<file path="src/design/ceed_pkg.sv">
`timescale 1ns / 1ps

package ceed_pkg;

	// Default window half-widths.
	localparam int SMOOTH_HALF_DEF = 4;
	localparam int EDGE_HALF_DEF   = 7;

	// Field widths.
	localparam int HEIGHT_W    = 16;
	localparam int CFG_W       = 16;
	localparam int CFG_ADDR_W  = 2;
	localparam int OUT_TDATA_W = 8;

	// Register reset values.
	localparam logic [15:0] RISE_THRESHOLD_RST   = 16'd50;
	localparam logic [3:0]  SMOOTH_MIN_COUNT_RST = 4'd4;
	localparam logic [4:0]  START_MIN_SCORE_RST  = 5'd2;
	localparam logic [3:0]  END_MIN_COUNT_RST    = 4'd6;

	// Register indexes.
	typedef enum logic [CFG_ADDR_W-1:0] {
		REG_RISE_THRESHOLD   = 2'd0,
		REG_SMOOTH_MIN_COUNT = 2'd1,
		REG_START_MIN_SCORE  = 2'd2,
		REG_END_MIN_COUNT    = 2'd3
	} reg_idx_t;

	// Configuration as seen by the datapath.
	typedef struct packed {
		logic [15:0] rise_threshold;
		logic [3:0]  smooth_min_count;
		logic [4:0]  start_min_score;
		logic [3:0]  end_min_count;
	} cfg_t;

	// Control that goes with one scoring request.
	typedef struct packed {
		logic left;
		logic edges;
		logic done;
	} score_ctl_t;

	// One result beat.
	typedef struct packed {
		logic scan_done;
		logic end_flag;
		logic start_flag;
		logic elevated;
	} res_t;

endpackage

</file>
<file path="src/design/ceed_front.sv">
`timescale 1ns / 1ps

module ceed_front #(
	parameter int SMOOTH_HALF = ceed_pkg::SMOOTH_HALF_DEF,
	parameter int EDGE_HALF   = ceed_pkg::EDGE_HALF_DEF
) (
	input  logic                                   clk,
	input  logic                                   arst_n,
	input  ceed_pkg::cfg_t                         cfg,
	input  logic                                   in_valid,
	output logic                                   in_ready,
	input  logic [ceed_pkg::HEIGHT_W-1:0]          in_height,
	input  logic                                   in_left,
	input  logic                                   in_last,
	output logic                                   push,
	input  logic                                   push_ready,
	output logic [3*EDGE_HALF+SMOOTH_HALF:0]       raw_win,
	output logic [3*EDGE_HALF:0]                   valid_win,
	output ceed_pkg::score_ctl_t                   ctl
);

	localparam int LAG = 2 * EDGE_HALF;
	localparam int SW  = $clog2(LAG + 2);
	localparam int RW  = 3 * EDGE_HALF + SMOOTH_HALF + 1;
	localparam int VW  = 3 * EDGE_HALF + 1;
	localparam int HW  = ceed_pkg::HEIGHT_W;

	logic [RW-1:0] raw_q, raw_base, raw_next, raw_load;
	logic [VW-1:0] valid_q, valid_base, valid_next, valid_load;
	logic [HW-1:0] prior_q;
	logic [SW-1:0] seen_q, seen_base, seen_next, shamt;
	logic [SW-1:0] cnt_q;
	logic          dir_q, dir_base, first_q, pend_q, drain_edges_q;
	logic          have_prior, edges_next, accept, advance;
	logic [HW+1:0] hx, px, tx, up_d, dn_d;
	logic          up_hit, dn_hit;

	// Handshake: a pending normal result must leave before the windows move.
	assign in_ready = (cnt_q == '0) && (!pend_q || push_ready);
	assign accept   = in_valid && in_ready;
	assign push     = pend_q || (cnt_q != '0);
	assign advance  = push && push_ready;

	assign raw_win   = raw_q;
	assign valid_win = valid_q;
	assign ctl.left  = dir_q;
	assign ctl.edges = pend_q ? 1'b1 : drain_edges_q;
	assign ctl.done  = (cnt_q == SW'(1));

	// Window state as seen by the incoming point; a new scan starts empty.
	always_comb begin
		raw_base   = first_q ? '0 : raw_q;
		valid_base = first_q ? '0 : valid_q;
		seen_base  = first_q ? '0 : seen_q;
		dir_base   = first_q ? in_left : dir_q;
		have_prior = (seen_base != '0);
	end

	// Height steps against the previous point, in signed arithmetic.
	always_comb begin
		hx     = {{2{in_height[HW-1]}}, in_height};
		px     = {{2{prior_q[HW-1]}}, prior_q};
		tx     = {2'b00, cfg.rise_threshold};
		up_d   = hx - px;
		dn_d   = px - hx;
		up_hit = $signed(up_d) > $signed(tx);
		dn_hit = $signed(dn_d) > $signed(tx);
	end

	// Next window contents; a left scan marks the previous point.
	always_comb begin
		raw_next    = raw_base << 1;
		raw_next[0] = !dir_base && have_prior && up_hit;
		raw_next[1] = raw_base[0] || (dir_base && have_prior && dn_hit);
		valid_next  = {valid_base[VW-2:0], 1'b1};
		seen_next   = (seen_base == SW'(LAG + 1)) ? seen_base : seen_base + SW'(1);
		edges_next  = (seen_next == SW'(LAG + 1));
		shamt       = SW'(LAG + 1) - seen_next;
		// At the final point, line the oldest pending point up with the center.
		raw_load    = in_last ? (raw_next << shamt) : raw_next;
		valid_load  = in_last ? (valid_next << shamt) : valid_next;
	end

	// Window, direction and drain control.
	always_ff @(posedge clk or negedge arst_n) begin
		if (!arst_n) begin
			raw_q         <= '0;
			valid_q       <= '0;
			seen_q        <= '0;
			cnt_q         <= '0;
			dir_q         <= 1'b0;
			first_q       <= 1'b1;
			pend_q        <= 1'b0;
			drain_edges_q <= 1'b0;
		end else if (accept) begin
			raw_q         <= raw_load;
			valid_q       <= valid_load;
			seen_q        <= seen_next;
			dir_q         <= dir_base;
			first_q       <= in_last;
			pend_q        <= !in_last && edges_next;
			cnt_q         <= in_last ? seen_next : '0;
			drain_edges_q <= edges_next;
		end else if (advance) begin
			pend_q <= 1'b0;
			if (cnt_q != '0) begin
				raw_q   <= raw_q << 1;
				valid_q <= valid_q << 1;
				cnt_q   <= cnt_q - SW'(1);
			end
		end
	end

	// Previous height.
	always_ff @(posedge clk or negedge arst_n) begin
		if (!arst_n) begin
			prior_q <= '0;
		end else if (accept) begin
			prior_q <= in_height;
		end
	end

	a_cnt_range: assert property (@(posedge clk) disable iff (!arst_n)
		cnt_q <= SW'(LAG + 1))
		else $error("drain count out of range");

	a_pend_drain: assert property (@(posedge clk) disable iff (!arst_n)
		!(pend_q && (cnt_q != '0)))
		else $error("normal result pending during drain");

	a_last_drains: assert property (@(posedge clk) disable iff (!arst_n)
		(accept && in_last) |=> ((cnt_q != '0) && first_q && !in_ready))
		else $error("final point did not start a drain");

endmodule

</file>
<file path="src/design/ceed_score.sv">
`timescale 1ns / 1ps

module ceed_score #(
	parameter int SMOOTH_HALF = ceed_pkg::SMOOTH_HALF_DEF,
	parameter int EDGE_HALF   = ceed_pkg::EDGE_HALF_DEF
) (
	input  ceed_pkg::cfg_t                   cfg,
	input  logic [3*EDGE_HALF+SMOOTH_HALF:0] raw_win,
	input  logic [3*EDGE_HALF:0]             valid_win,
	input  ceed_pkg::score_ctl_t             ctl,
	output ceed_pkg::res_t                   res
);

	localparam int S   = SMOOTH_HALF;
	localparam int E   = EDGE_HALF;
	localparam int NF  = 2 * E + 1;
	localparam int RW  = 3 * E + S + 1;
	localparam int PW  = $clog2(2 * S + 2);
	localparam int PCW = PW + 4;
	localparam int CW  = $clog2(E + 2);
	localparam int XW  = CW + 6;

	logic [RW+S-1:0] raw_pad;
	logic [PW-1:0]   pc [NF];
	logic [NF-1:0]   sm;
	logic [CW-1:0]   lo_c, hi_c, mid_c, pos_c, neg_c, end_c;
	logic [XW-1:0]   score_x, smin_x;
	logic            start_hit, end_hit;

	// Zero padding stands for points beyond the newest one in the window.
	assign raw_pad = {raw_win, {S{1'b0}}};

	// Smoothed flags of the points around the center.
	always_comb begin
		for (int j = 0; j < NF; j++) begin
			pc[j] = '0;
			for (int d = 0; d < 2 * S + 1; d++) begin
				pc[j] = pc[j] + PW'(raw_pad[E + j + d]);
			end
			sm[j] = valid_win[E + j] && (PCW'(pc[j]) >= PCW'(cfg.smooth_min_count));
		end
	end

	// Counts on each side of the center.
	always_comb begin
		lo_c = '0;
		hi_c = '0;
		for (int j = 0; j < E; j++) begin
			lo_c = lo_c + CW'(sm[j]);
			hi_c = hi_c + CW'(sm[E + 1 + j]);
		end
		mid_c = CW'(sm[E]);
	end

	// Mirrored scores depend on the scan direction.
	always_comb begin
		if (ctl.left) begin
			pos_c = mid_c + hi_c;
			neg_c = lo_c;
			end_c = lo_c + mid_c;
		end else begin
			pos_c = lo_c + mid_c;
			neg_c = hi_c;
			end_c = mid_c + hi_c;
		end
		score_x   = XW'(pos_c) - XW'(neg_c);
		smin_x    = {{(XW - 5){cfg.start_min_score[4]}}, cfg.start_min_score};
		start_hit = $signed(score_x) >= $signed(smin_x);
		end_hit   = (XW'(end_c) >= XW'(cfg.end_min_count));
	end

	assign res.elevated   = sm[E];
	assign res.start_flag = ctl.edges && start_hit;
	assign res.end_flag   = ctl.edges && end_hit;
	assign res.scan_done  = ctl.done;

endmodule

</file>
<file path="src/design/ceed_skid.sv">
`timescale 1ns / 1ps

module ceed_skid (
	input  logic           clk,
	input  logic           arst_n,
	input  logic           push,
	output logic           push_ready,
	input  ceed_pkg::res_t push_data,
	output logic           out_valid,
	input  logic           out_ready,
	output ceed_pkg::res_t out_data
);

	ceed_pkg::res_t mem_q [2];
	logic [1:0]     cnt_q;
	logic           wr_q, rd_q;
	logic           do_push, do_pop;

	// Two entries keep the ready toward the datapath a register.
	assign push_ready = (cnt_q != 2'd2);
	assign out_valid  = (cnt_q != 2'd0);
	assign out_data   = mem_q[rd_q];
	assign do_push    = push && push_ready;
	assign do_pop     = out_valid && out_ready;

	// Pointers and fill level.
	always_ff @(posedge clk or negedge arst_n) begin
		if (!arst_n) begin
			cnt_q <= 2'd0;
			wr_q  <= 1'b0;
			rd_q  <= 1'b0;
		end else begin
			if (do_push) begin
				wr_q <= !wr_q;
			end
			if (do_pop) begin
				rd_q <= !rd_q;
			end
			unique case ({do_push, do_pop})
				2'b10:   cnt_q <= cnt_q + 2'd1;
				2'b01:   cnt_q <= cnt_q - 2'd1;
				default: cnt_q <= cnt_q;
			endcase
		end
	end

	// Result storage.
	always_ff @(posedge clk) begin
		if (do_push) begin
			mem_q[wr_q] <= push_data;
		end
	end

	a_fill: assert property (@(posedge clk) disable iff (!arst_n)
		(cnt_q != 2'd3) && ((cnt_q == 2'd1) == (wr_q != rd_q)))
		else $error("result buffer level and pointers disagree");

endmodule

</file>
<file path="src/design/curb_elevation_edge_detector.sv">
`timescale 1ns / 1ps

// Curb elevation edge detector.
// Input stream: one beat per point of a half-scan. s_tdata carries the signed
// height in 0.1 mm units, s_tuser the left/right direction (sampled on the
// first point only), s_tlast the final point of the half-scan.
// Output stream: one beat per point, in point order, with the smoothed
// elevation flag and the edge-start and edge-end flags; m_tlast marks the
// result of the scan's final point, which is the last one delivered.
// A point's result is released when the point 2*EDGE_HALF places later
// arrives; it is held in a register until the result buffer, which drives
// m_tvalid, takes it. Points are taken one per cycle while the buffer has
// room and no drain is running. On the final point of a scan the outstanding
// results (one per point still held, at most 2*EDGE_HALF+1) leave one per
// cycle while the buffer has room; s_tready stays low until the last has left.
// A stalled m_tready fills a two-beat result buffer and then holds off the
// input side. Scans of 2*EDGE_HALF points or fewer report no edges.
// The configuration port writes one register per cycle and must be used
// only while no scan is in flight. Reset loads the default thresholds,
// empties the windows and the result buffer; no clearing pass is needed.

module curb_elevation_edge_detector #(
	parameter int SMOOTH_HALF = ceed_pkg::SMOOTH_HALF_DEF,
	parameter int EDGE_HALF   = ceed_pkg::EDGE_HALF_DEF
) (
	input  logic                               clk,
	input  logic                               arst_n,
	input  logic                               s_tvalid,
	output logic                               s_tready,
	input  logic [ceed_pkg::HEIGHT_W-1:0]      s_tdata,   // [15:0] height
	input  logic                               s_tuser,   // [0] left_scan
	input  logic                               s_tlast,
	output logic                               m_tvalid,
	input  logic                               m_tready,
	output logic [ceed_pkg::OUT_TDATA_W-1:0]   m_tdata,   // [0] elevated, [1] edge start,
	                                                      // [2] edge end, [7:3] zero
	output logic                               m_tlast,
	input  logic                               cfg_we,
	input  logic [ceed_pkg::CFG_ADDR_W-1:0]    cfg_addr,
	input  logic [ceed_pkg::CFG_W-1:0]         cfg_wdata
);

	localparam int RW = 3 * EDGE_HALF + SMOOTH_HALF + 1;
	localparam int VW = 3 * EDGE_HALF + 1;

	ceed_pkg::cfg_t       cfg_q;
	ceed_pkg::score_ctl_t ctl;
	ceed_pkg::res_t       res, out_res;
	logic [RW-1:0]        raw_win;
	logic [VW-1:0]        valid_win;
	logic                 push, push_ready;

	// Configuration registers.
	always_ff @(posedge clk or negedge arst_n) begin
		if (!arst_n) begin
			cfg_q.rise_threshold   <= ceed_pkg::RISE_THRESHOLD_RST;
			cfg_q.smooth_min_count <= ceed_pkg::SMOOTH_MIN_COUNT_RST;
			cfg_q.start_min_score  <= ceed_pkg::START_MIN_SCORE_RST;
			cfg_q.end_min_count    <= ceed_pkg::END_MIN_COUNT_RST;
		end else if (cfg_we) begin
			unique case (ceed_pkg::reg_idx_t'(cfg_addr))
				ceed_pkg::REG_RISE_THRESHOLD:   cfg_q.rise_threshold   <= cfg_wdata;
				ceed_pkg::REG_SMOOTH_MIN_COUNT: cfg_q.smooth_min_count <= cfg_wdata[3:0];
				ceed_pkg::REG_START_MIN_SCORE:  cfg_q.start_min_score  <= cfg_wdata[4:0];
				ceed_pkg::REG_END_MIN_COUNT:    cfg_q.end_min_count    <= cfg_wdata[3:0];
				default:                        cfg_q <= cfg_q;
			endcase
		end
	end

	// Point windows and drain sequencing.
	ceed_front #(
		.SMOOTH_HALF (SMOOTH_HALF),
		.EDGE_HALF   (EDGE_HALF)
	) u_front (
		.clk        (clk),
		.arst_n     (arst_n),
		.cfg        (cfg_q),
		.in_valid   (s_tvalid),
		.in_ready   (s_tready),
		.in_height  (s_tdata),
		.in_left    (s_tuser),
		.in_last    (s_tlast),
		.push       (push),
		.push_ready (push_ready),
		.raw_win    (raw_win),
		.valid_win  (valid_win),
		.ctl        (ctl)
	);

	// Smoothing and edge scoring at the window center.
	ceed_score #(
		.SMOOTH_HALF (SMOOTH_HALF),
		.EDGE_HALF   (EDGE_HALF)
	) u_score (
		.cfg       (cfg_q),
		.raw_win   (raw_win),
		.valid_win (valid_win),
		.ctl       (ctl),
		.res       (res)
	);

	// Result buffer toward the output stream.
	ceed_skid u_skid (
		.clk        (clk),
		.arst_n     (arst_n),
		.push       (push),
		.push_ready (push_ready),
		.push_data  (res),
		.out_valid  (m_tvalid),
		.out_ready  (m_tready),
		.out_data   (out_res)
	);

	assign m_tdata = {5'b00000, out_res.end_flag, out_res.start_flag, out_res.elevated};
	assign m_tlast = out_res.scan_done;

	a_out_pad: assert property (@(posedge clk) disable iff (!arst_n)
		m_tvalid |-> (m_tdata[7:3] == 5'b00000))
		else $error("output padding bits set");

endmodule
</file>
<file path="config.mk">
export PLATFORM = sky130hd
export DESIGN_NAME = curb_elevation_edge_detector
export DESIGN_NICKNAME = d
export VERILOG_FILES = /design/src/design/ceed_pkg.sv /design/src/design/ceed_front.sv /design/src/design/ceed_score.sv /design/src/design/ceed_skid.sv /design/src/design/curb_elevation_edge_detector.sv
export SDC_FILE = /design/constraint.sdc
export NUM_CORES = 1
export LEC_CHECK = 0
export BUFFER_PORTS_ARGS = -buffer_cell sky130_fd_sc_hd__buf_2
export CAP_MARGIN = 20
export CORE_ASPECT_RATIO = 0.7
export CORE_UTILIZATION = 57
export DETAILED_ROUTE_END_ITERATION = 16
export PLACE_DENSITY = 0.82
export SLEW_MARGIN = 5
export SYNTH_ARGS = -nofsm -noshare
export SYNTH_HDL_FRONTEND = slang
export SYNTH_HIERARCHICAL = 1
export SYNTH_SLANG_ARGS = --single-unit
</file>
<file path="constraint.sdc">
create_clock -name clk -period 11.8 [get_ports clk]
set_input_delay 2.36 -clock clk [delete_from_list [all_inputs] [get_ports clk]]
set_output_delay 2.36 -clock clk [all_outputs]
set_load 0.01 [all_outputs]
</file>
# [Word-level counts from Yosys, hierarchy flattened]
# Memories as Yosys holds them, arrays and structs flattened.
# Index checks and enable logic that the tools add are counted.
[totals] reg_bits=109 latch_bits=0 ram_bits=8 romBits=0 out_inout_bits=11 word_cells=262 n_memories=1
[classes] n_addsub=142 mul=0 n_div=0 magnitude_cmp=19 eq_ne=9 shifts=2 n_mux=26 n_bitwise=0 n_reduce_logical=47
[memory_table] memory="u_skid.mem_q" depth=2 word_bits=4 read_ports=1 rd_ports_with_merged_regs=0 write_ports=1 line="ceed_skid.sv:14" rtl="ceed_pkg::res_t mem_q [2];"
[op_table] op="adder 4 x 1 -> 4 bit" count=116
[op_table] op="two-way mux 26 bit" count=4
[op_table] op="two-way mux 22 bit" count=4
[op_table] op=">= comparator 4 bit" count=16
[op_table] op="greater-than comparator 18 x 17 -> 1 bit" count=2
[op_table] op="two-way mux 4 bit" count=9
[op_table] op="adder 1 x 1 -> 2 bit" count=17
[op_table] op="subtractor 16 x 16 -> 17 bit" count=2
[op_table] op="logical AND 1 bit" count=26
[op_table] op="left shift 26 x 4 -> 26 bit" count=1
[op_table] op="two-way mux 25 bit" count=1
[op_table] op="left shift 22 x 4 -> 22 bit" count=1
[op_table] op="two-way mux 21 bit" count=1
[op_table] op="AND reduction 2 bit" count=5
[op_table] op="== test 4 bit (second input constant)" count=2
[op_table] op="nonzero test 2 bit" count=4
[op_table] op="nonzero test 4 bit" count=2
[op_table] op="== test 2 bit (second input constant)" count=3
[op_table] op="two-way mux 1 bit" count=6
[op_table] op=">= comparator 5 bit" count=1
[op_table] op="logical NOT 1 bit" count=5
[op_table] op="subtractor 4 x 4 -> 5 bit" count=1
[op_table] op="adder 1 x 4 -> 4 bit" count=1
[op_table] op="adder 4 x 1 -> 4 bit (second input constant)" count=1
[op_table] op="other kinds (11)" count=14

# [Depth between registers and ports, before layout]
[logic_depth] depth_word=21 depth_mapped=31 mapped_depth_nobuf=31

# [By module]
# Netlist, hierarchy kept.
[by_module_without_submodules] module="ceed_front" n_inst=1 cells_per_inst=966 area_each_um2=7726.2
[by_module_without_submodules] module="ceed_score" n_inst=1 cells_per_inst=490 area_each_um2=4633.2
[by_module_without_submodules] module="curb_elevation_edge_detector" n_inst=1 cells_per_inst=69 area_each_um2=1156.1
[by_module_without_submodules] module="ceed_skid" n_inst=1 cells_per_inst=29 area_each_um2=480.5

# [Worst setup path before layout]
# No wires, ideal clock.
[synth_path] kind="register to register" start="register u_front.raw_q[14], in the netlist u_front/raw_win[14]" end="memory u_skid/mem_q[0][1] (netlist bit) (data pin)" setup_ps=269 t_arrival_ps=7736 slack_ps=3795 path_stages_with_launch=31 path_cell_list="dfrtp_1 inv_1 fa_1 fa_1 fa_1 inv_1 fa_1 inv_1 fa_1 inv_1 ha_1 a21boi_0 o21ai_0 a21oi_1 fa_1 inv_1 fa_1 fa_1 inv_1 fa_1 ha_1 mux2_2 ha_1 a21o_1 a21oi_1 xor2_1 ha_1 nand3_1 a21oi_1 a211oi_1 a31oi_1"
[synth_rtl] item="start: declaration" line="ceed_front.sv:28" rtl="logic [RW-1:0] raw_q, raw_base, raw_next, raw_load;"
[synth_rtl] item="start signal: assignment" line="ceed_front.sv:96" rtl="raw_q <= raw_load;"
[synth_rtl] item="start signal: assignment" line="ceed_front.sv:107" rtl="raw_q <= raw_q << 1;"
[synth_rtl] item="end: declaration" line="ceed_skid.sv:14"

==> run summary <==
met3 usage = 0.120
HPWL Detailed = 31.2 mm
Skew-Pair Late Insertion Delay = 440 ps
vias in the first global route = 12,100
Seq/Total Area, Yosys = 0.213
TritonCTS Buffers = 17
Reg clk slew, reported paths = 60 ps
Max Slew Vio Count = 0
crit-path max FO = 11
I/O Pins = 52
initial antenna violation count = 1
CTS tree = built
commonest non-fill, non-tap cell in the layout = inv_1
RSZ-0062 raised after global routing = false
Area Growth Syn to Fin = 7.82%
via count = 12,400
post-synthesis cell area = 0.0140 sq mm
status = finished clean
initial core utilization = 0.586
GRT overflow = 0
DIE AREA = 0.0252 sq mm
kind of end point of the critical path = flop
Setup CP Type = flop to flop
Synth Flop Type = dfrtp_1
Setup violations, final = 0
Worst Hold Class = flop to flop
syn avg cell area = 9.01 sq um
Final Skew = 14.4 ps
Rows = 47
CTS max path bufs = 2
Root Driver = clkbuf_16
die span in x = 189 um
Vias/cell = 6.53
DRT Pass-1 Iters = 10
Syn Inst Count = 1,554
synth unique cells = 82
Final Cycle Share = 0.741
Gates resized, CTS repair = 0
GR Layer Usage met2 = 0.471
clk sinks = 117
gpl congestion = 0.991
FMAX = 114 MHz
Slew headroom = 0.218
fraction of registers with async set or reset after synthesis = 0.932
Hold Vio Cnt, Final = 0
proportion of layout cells with a drive suffix above 1 = 0.111
critical path's most frequent cell = fa_1
synth warn = 6
dpl cells = 1,868
GRT Util Overall = 0.337
Die H = 133 um
number of synthesized flops with an enable pin = 8
wire per inst = 21.7 um
crit start category = flop
H-tree levels = 4
TNS Setup = 0 ps
crit path DAT = 8910 ps
first-pass GRT wire length = 65.6 mm
grt peak-use layer = met1
actual slew at the worst max-slew pin = 1170 ps
Worst path slowest cell = dfrtp_1
Tmin final = 8750 ps
Buffers on Ports = 46
Antenna Diode Count = 0
number of max-cap violations = 0
core box area = 0.0239 sq mm
hold buffers post-CTS = 0
nets = 1,874
Critical Path RT = 11,960 ps
largest net degree at the start of global routing = 78
Yosys reg bits = 117
worst slack, placed = 3230 ps
Setup Buffers After CTS = 0
hold slack = 491 ps
GRT met1 Usage = 0.492
DRC viols = 0
DRT antenna net count = 0
Starting DRT DRC Count = 1,722
fillers = 1,972
total wire length = 41.3 mm
commonest cells after routing, fill and taps aside = inv_1, ha_1, nand2_1, dfrtp_1, o21ai_0
Max stage delay on crit path = 650 ps
post-route insts no fill = 1,901
setup ws final = 3050 ps
==> worst paths after layout <==
kind | depth (start not counted) | endpoint | slack [ps] | from
max | 30 | u_skid/mem_q[1][1] | 3050 | u_front/raw_win[14]
min | 2 | u_front/drain_edges_q | 490 | u_front/drain_edges_q
max reg2reg | 30 | u_skid/mem_q[1][1] | 3050 | u_front/raw_win[14]
min reg2reg | 2 | u_front/drain_edges_q | 490 | u_front/drain_edges_q
max in group asynchronous | 2 | u_front/drain_edges_q | 8580 | arst_n
min in group asynchronous | 1 | u_front/prior_q[9] | 1870 | arst_n
==> area by class of cell <==
type	instances	area, sq um	area share
multi-input cells	1155	9900	0.656
well taps	318	398	0.0264
repair buffers	59	328	0.0217
inverters	220	826	0.0547
clock inverters	7	165	0.0109
flip-flops and latches	117	2980	0.197
clock buffers	25	497	0.0329
==> per-layer routing <==
metal  wire (um)  share of wire  vias to the layer above
met5           8        0.00019                        -
li1            -              -                     5468
met4        1020          0.025                        2
met3        5860           0.14                      134
met2       16500           0.40                      805
met1       17900           0.43                     6006
==> flip-flops by register name, summed over array words and instances (netlist names) <==
name	flops
u_skid/rd_q	1
u_front/valid_win	22
u_front/dir_q	1
u_front/prior_q	16
u_front/raw_win	26
u_skid/mem_q	8
u_front/drain_edges_q	1
u_skid/cnt_q	2
u_skid/wr_q	1
u_front/pend_q	1
u_front/seen_q	4
u_front/cnt_q	4
u_front/first_q	1
cfg_q	29
==> synthesized netlist by cell type (8+ instances only) <==
library cell,number,share of area
xnor2_1,39,0.024
o21bai_1,8,0.0043
nor2_1,82,0.022
mux2i_1,50,0.036
edfxtp_1,8,0.017
a31oi_1,12,0.0054
clkbuf_1,27,0.0072
a211o_1,11,0.0069
inv_1,219,0.059
buf_4,13,0.0070
ha_1,178,0.16
a32oi_1,8,0.0050
o21a_1,13,0.0070
a22oi_1,22,0.012
o31ai_1,9,0.0048
buf_2,15,0.0054
nand4_1,14,0.0063
a222oi_1,13,0.0093
xor2_1,11,0.0069
nor3_1,11,0.0039
o211ai_2,8,0.0072
nand2_1,135,0.036
dfstp_2,8,0.015
a211oi_1,16,0.0086
o21ai_0,97,0.035
a21boi_0,10,0.0054
a21o_1,22,0.012
fa_1,85,0.12
dfrtp_1,101,0.18
nor2b_1,19,0.0085
nand3_1,28,0.010
mux2_2,44,0.035
mux4_2,9,0.014
a21oi_1,86,0.031
nand2b_1,12,0.0054
==> metrics by stage <==
| step | cell area [sq um] | util |
|---|---|---|
| after floorplan | 14000 | - |
| final | 15100 | 0.632 |
| after global placement | 14400 | 0.604 |
| after global routing | 15100 | 0.632 |
| after CTS | 15100 | 0.632 |
| after detailed placement | 14400 | 0.604 |
==> logic make-up after synthesis <==
group,count (synthesis),share of synthesized area
compound gates,397,0.192
xor+xnor,52,0.0336
fa+ha+maj,263,0.281
buf+inv,286,0.0839
flops,117,0.213
mux,104,0.0875
other cells,1,0.000268
simple gates,334,0.109
==> worst max-delay path, delay by kind of cell (launching register included) <==
kind / cells / cell delay (ps)
fa+ha+maj: 13 / 5370
mux: 1 / 310
xor+xnor: 1 / 230
buf+inv: 6 / 630
compound gates: 8 / 1170
simple gates: 1 / 80
flops: 1 / 650
Power is not shown: default switching activity piles up to over one toggle a cycle in this logic, so the estimate is an artifact.
